===== src/hw/rtl/trajectory_window_nearest_point_unit_assert.svh =====
// Assertion macros for the trajectory window nearest point unit.
// Included by the top level; expects signals clk and rst_n in scope.
`ifndef TRAJECTORY_WINDOW_NEAREST_POINT_UNIT_ASSERT_SVH
`define TRAJECTORY_WINDOW_NEAREST_POINT_UNIT_ASSERT_SVH

// same-cycle implication
`define TWNP_ASSERT_IMP(label, a, b) \
    label: assert property (@(posedge clk) disable iff (!rst_n) (a) |-> (b)) \
        else $error("assertion failed");

// next-cycle implication
`define TWNP_ASSERT_NXT(label, a, b) \
    label: assert property (@(posedge clk) disable iff (!rst_n) (a) |=> (b)) \
        else $error("assertion failed");

`endif


===== src/hw/rtl/twnp_pkg.sv =====
// Shared types and constants for the trajectory window nearest point unit.
// No dependencies.
package twnp_pkg;

    typedef enum logic [1:0] {
        ACT_LOAD  = 2'd0,
        ACT_START = 2'd1,
        ACT_POSE  = 2'd2,
        ACT_TICK  = 2'd3
    } action_t;

    typedef struct packed {
        logic [31:0] lateral_d;
        logic [31:0] arc_s;
        logic [31:0] curvature;
        logic [31:0] speed;
        logic [31:0] heading;
        logic [31:0] y;
        logic [31:0] x;
    } point_t;

    // padding point: all zero, speed 0.6 in Q15.16
    localparam logic [31:0] ZERO_SPEED = 32'd39322;
    localparam point_t PAD_POINT = '{lateral_d: 32'd0, arc_s: 32'd0, curvature: 32'd0,
                                     speed: ZERO_SPEED, heading: 32'd0, y: 32'd0, x: 32'd0};

    localparam logic [8:0] WS_RESET  = 9'd200;
    localparam logic [8:0] START_PAD = 9'd10;

    localparam int SQRT_IN_W  = 64;
    localparam int SQRT_OUT_W = 32;

endpackage


===== src/hw/rtl/twnp_isqrt.sv =====
// Digit-by-digit integer square root, two radicand bits per cycle.
// Depends on twnp_pkg for widths.
module twnp_isqrt (
    input  logic                             clk,
    input  logic                             rst_n,
    input  logic                             start,
    input  logic [twnp_pkg::SQRT_IN_W-1:0]   radicand,
    output logic                             busy,
    output logic [twnp_pkg::SQRT_OUT_W-1:0]  root
);
    import twnp_pkg::*;

    localparam int RMW = SQRT_OUT_W + 2;

    logic [SQRT_IN_W-1:0]  val_reg, val_next;
    logic [RMW-1:0]        rem_reg, rem_next;
    logic [SQRT_OUT_W-1:0] root_reg, root_next;
    logic [5:0]            cnt_reg, cnt_next;
    logic [RMW+1:0]        shifted;
    logic [RMW+1:0]        trial;

    // one result bit per step
    always_comb
    begin
        val_next  = val_reg;
        rem_next  = rem_reg;
        root_next = root_reg;
        cnt_next  = cnt_reg;
        shifted   = {rem_reg, val_reg[SQRT_IN_W-1 -: 2]};
        trial     = (RMW+2)'({root_reg, 2'b01});
        if (start)
        begin
            val_next  = radicand;
            rem_next  = '0;
            root_next = '0;
            cnt_next  = 6'(SQRT_OUT_W);
        end
        else if (cnt_reg != 6'd0)
        begin
            val_next = {val_reg[SQRT_IN_W-3:0], 2'b00};
            cnt_next = cnt_reg - 6'd1;
            if (shifted >= trial)
            begin
                rem_next  = RMW'(shifted - trial);
                root_next = {root_reg[SQRT_OUT_W-2:0], 1'b1};
            end
            else
            begin
                rem_next  = RMW'(shifted);
                root_next = {root_reg[SQRT_OUT_W-2:0], 1'b0};
            end
        end
    end

    always_ff @(posedge clk or negedge rst_n)
    begin
        if (!rst_n)
        begin
            cnt_reg <= '0;
        end
        else
        begin
            cnt_reg <= cnt_next;
        end
    end

    always_ff @(posedge clk)
    begin
        val_reg  <= val_next;
        rem_reg  <= rem_next;
        root_reg <= root_next;
    end

    assign busy = (cnt_reg != 6'd0);
    assign root = root_reg;

endmodule


===== config.mk =====
export PLATFORM = sky130hd
export DESIGN_NAME = twnp_isqrt
export DESIGN_NICKNAME = d
export VERILOG_FILES = /design/src/hw/rtl/trajectory_window_nearest_point_unit_assert.svh /design/src/hw/rtl/twnp_pkg.sv /design/src/hw/rtl/twnp_isqrt.sv
export SDC_FILE = /design/constraint.sdc
export NUM_CORES = 1
export LEC_CHECK = 0
export ABC_AREA = 1
export BUFFER_PORTS_ARGS = -buffer_cell sky130_fd_sc_hd__buf_2
export CORE_UTILIZATION = 51
export CTS_CLUSTER_DIAMETER = 200
export DETAILED_ROUTE_END_ITERATION = 7
export PLACE_DENSITY_LB_ADDON = 0.1
export SYNTH_ARGS = -nofsm -noshare
export SYNTH_HDL_FRONTEND = slang
export SYNTH_SLANG_ARGS = --single-unit

===== constraint.sdc =====
create_clock -name clk -period 7 [get_ports clk]
set_clock_uncertainty 0.1 [all_clocks]
set_input_delay 0.35 -clock clk [delete_from_list [all_inputs] [get_ports clk]]
set_output_delay 0.35 -clock clk [all_outputs]
set_load 0.02 [all_outputs]

=== After elaboration in Yosys (flattened, before gate mapping) ===
Index checks and enable logic that the tools add are counted.

* Register bits after elaboration: 136
* Bits of input ports: 67

* Add/subtract/negate cells: 2
* $lt $le $gt $ge: 1
* Multiplexer cells: 6
* Reduce and logical (&&, ||, !) cells: 2

{| class="wikitable"
|+ Operators with widths
! cell !! count
|-
| 2-to-1 mux 64 bit || 2
|-
| greater-or-equal comparator 36 x 34 -> 1 bit || 1
|-
| 2-to-1 mux 34 bit || 1
|-
| subtractor 34 bit || 1
|-
| 2-to-1 mux 6 bit || 2
|-
| nonzero test 6 bit || 1
|-
| subtractor 6 x 1 -> 6 bit, second input constant || 1
|-
| nonzero test 2 bit || 1
|-
| 2-to-1 mux 1 bit || 1
|}

=== Longest topological paths before layout ===
* Word-level depth: 3
* Gate-level depth with buffers: 17
* Gate-level depth less buffers: 17

=== Least setup slack after synthesis ===
OpenSTA, ideal clock, no wires.

* Kind: reg2reg
* From: register cnt_reg[0]
* To: register val_reg[0], enable pin
* Arrival: 3145 ps
* Data required time: 6446 ps
* Path slack: 3301 ps
* Cell stages (with the launch flop): 11
* Period minus slack after synthesis: 3699 ps
* Cells stage by stage: dfrtp_1 -> inv_1 -> ha_1 -> inv_1 -> nor3_2 -> nand2_1 -> nor2_4 -> inv_2 -> nor2_4 -> inv_2 -> clkbuf_1

* Longest elaborated chain between the ends: 2

{| class="wikitable"
|+ RTL lines
! what !! RTL line !! text
|-
| start, declared || twnp_isqrt.sv:18 || <nowiki>logic [5:0] cnt_reg, cnt_next;</nowiki>
|-
| start signal, assigned || twnp_isqrt.sv:63 || <nowiki>cnt_reg <= cnt_next;</nowiki>
|-
| nonzero test 6 bit || n/a ||
|-
| via busy || twnp_isqrt.sv:8 || <nowiki>output logic busy,</nowiki>
|-
| nonzero test 2 bit (no line) || n/a ||
|-
| end signal, assigned || twnp_isqrt.sv:69 || <nowiki>val_reg <= val_next;</nowiki>
|-
| end, declared || twnp_isqrt.sv:15 || <nowiki>logic [SQRT_IN_W-1:0] val_reg, val_next;</nowiki>
|}

The timed path passes the listed nets, and every way through them passes these cells.
A chain may end at the register's enable or synchronous reset.

=== Worst setup path in the final report ===
* From: register cnt_reg[0]
* To: register val_reg[28], enable pin

* Longest elaborated chain between the ends: 2

{| class="wikitable"
|+ RTL lines
! what !! RTL line !! text
|-
| nonzero test 6 bit || twnp_isqrt.sv:38 || <nowiki>else if (cnt_reg != 6'd0)</nowiki>
|-
| nonzero test 2 bit (no line) || n/a ||
|}

Every way passes these cells.

==> flow_summary.ini <==
[sta]
tns_ps = 0
rsz0062_at_grt = false
setup_violations = 0
fmax_ghz = 0.341
hold_violations = 0
timing.hold.ws_ps = 83.6
slew_violations = 0
fin_ws_ps = 4070
period_share_pct = 41.8
relSlewSlack_pct = 20.0
min_period_ps = 2930
worst_pin_slew_ps = 1200

[critical_path]
cp.arrival_ps = 2890
slowest_stage = buf_4
reg2regPathDepth = 10
cp.required_ps = 6960
crit_type = reg2reg
slowest_delay_ps = 490
path_max_fanout = 72
critPathLaunchType = flip-flop
worstSetupEndpointType = flip-flop
cp_cell_sequence = inv_1 > ha_1 > inv_1 > nor3_2 > nand2_1 > nor2_4 > inv_2 > nor2_4 > inv_4 > buf_4

[placed_design]
port_buffers = 99
dp_cells = 1453
hpwl_um = 13500
place_area_mm2 = 0.00884
place_ws_ps = 3810
globalplace.congestion = 0.918

[routing]
route.detailed.drc = 0
top_layer_used = met4
vias_per_cell = 4.89
wl_per_cell_um = 12.9
wl_met2_um = 8850
wl_um = 19200
dr.pass1.iters = 5
wl_met1_um = 9200
antenna_left = 0
drt_iter0_markers = 380
via_count = 7273
wl_met3_um = 724

[final_layout]
post-route-util_pct = 59.4
syn_to_final_growth_pct = 14.4
nets = 1359
antenna_cells = 0
drive_gt1_share_pct = 12.9
instances_no_fill = 1486
fill_cells = 1533
largest_reg_flops = 64
design_area_mm2 = 0.00941

[synthesis]
ys_seq_area_share_pct = 41.3
ys_top_cells_by_area = edfxtp_1 (23%), nand2_1 (23%), dfxtp_1 (16%), inv_1 (7.9%), ha_1 (5.3%)
yosysTopAreaCell = edfxtp_1
synth_top_area_share_pct = 23.4
netlist_area_mm2 = 0.00822
synthesis.instances = 1170
avgSynthCellArea_um2 = 7.03
syn_nets = 1272
synth.distinct_cells = 37
yosys_warnings = 0
ys_ff_latch = 136

[floorplanning]
fp-row-count = 46
fp.coreArea_mm2 = 0.0158
initial_core_util_pct = 52.0
die_x_um = 129
die_area_mm2 = 0.0166
fp.dieH_um = 129
ios = 100

[global_route]
grt_overflow_total = 0
grt_usage_pct = 24.6
first_global_vias = 6935
grt_max_degree = 73
grt_pass1_wl_um = 32300
antenna_found_initial = 0

[power_and_ir_drop]
power.leakage_nw = 4.92
ir_worst_vdd_mv = 0.222
powerDensity_mw_per_mm2 = 458
p_total_mw = 4.31

[clock_tree]
cts_tree = built
cts_buffer_depth = 2
cts_root_buf = clkbuf_16
clkTransAtPathRegs_ps = 60
clock_latency_ps = 420
post_cts_buffers = 0
numClockSinks = 136
cts-htree-levels = 4
cts_buffers = 17
cts_resized = 0

[min_path]
min_path_cells = 3
hp-class = in2reg

[flow_run]
cap_viol_max_count = 0

[outcome]
run_status = complete, no violations
==> Yosys cell counts, drive strengths merged <==
master,count
nand3,76
edfxtp,64
xnor2,15
o22ai,32
o31ai,1
dfrtp,6
a21o,1
inv,176
clkbuf,18
ha,35
and3,1
nand3b,20
nand4,6
o21bai,3
nor3,8
dfxtp,66
nand2,508
xor2,2
o21ai,26
nor2,60
a21oi,26
a211oi,2
buf,18
==> critical path, delay by kind of cell (launching register included) <==
kind / cells / cell delay [ps]
simple gates: 4 / 820
fa+ha+maj: 1 / 170
flops: 1 / 380
buf+inv: 5 / 1050
==> what timing repair did <==
action                     4_1_cts  5_1_grt
hold buffers                     1        0
setup endpoints to repair        0        0
hold endpoints to repair         6        0
==> routing by layer <==
metal,vias up,GRT usage [%]
met1,3223,32.0
met5,-,0
met3,27,4.78
met4,0,9.62
li1,3859,-
met2,164,40.5
==> power breakdown <==
group	internal [mW]	switching (mW)
Combinational	0.817	1.53
Sequential	1.03	0.0879
Clock	0.490	0.354
==> logic make-up after synthesis <==
| logic type | synth area share, % |
|---|---|
| buffers and inverters | 10.2 |
| flip-flops | 41.3 |
| AO/OA/AOI/OAI | 6.37 |
| AND/OR/NAND/NOR | 35.0 |
| XOR/XNOR | 1.81 |
| adder cells (fa/ha/maj) | 5.32 |
==> path summary, 6_finish.rpt <==
kind | from | to | slack, ps
worst max register to register | cnt_reg[0] | val_reg[28] | 4070
worst min register to register | rem_reg[32] | rem_reg[32] | 360
worst max-delay path | cnt_reg[0] | val_reg[28] | 4070
max in group asynchronous | rst_n | cnt_reg[0] | 6440
worst min-delay path | radicand[0] | val_reg[0] | 80
min in group asynchronous | rst_n | cnt_reg[5] | 210
==> placed cells by master (no fill, tap or decap), drive strengths merged <==
| cell type | n |
|---|---|
| clkinv | 7 |
| buf | 103 |
| a211oi | 2 |
| nand3b | 20 |
| ha | 35 |
| xnor2 | 15 |
| dfrtp | 6 |
| nor3 | 8 |
| xor2 | 2 |
| nand4 | 6 |
| clkinvlp | 3 |
| o22ai | 32 |
| bufinv | 1 |
| o31ai | 1 |
| a21o | 1 |
| o21ai | 26 |
| nand3 | 76 |
| nand2 | 508 |
| dlygate4sd3 | 1 |
| and3 | 1 |
| a21oi | 26 |
| clkbuf | 18 |
| dfxtp | 66 |
| edfxtp | 64 |
| o21bai | 3 |
| nor2 | 60 |
| inv | 179 |
==> cell type report <==
cell class	instances	area [um^2]	share of cell area (%)
multi-input combinational	822	3990	42.4
sequential	136	3390	36.1
inverter	176	663	7.05
timing repair buffer	104	536	5.69
clock buffer	18	429	4.56
tap	216	270	2.87
clock inverter	14	125	1.33
(Power assumes the default switching activity.)
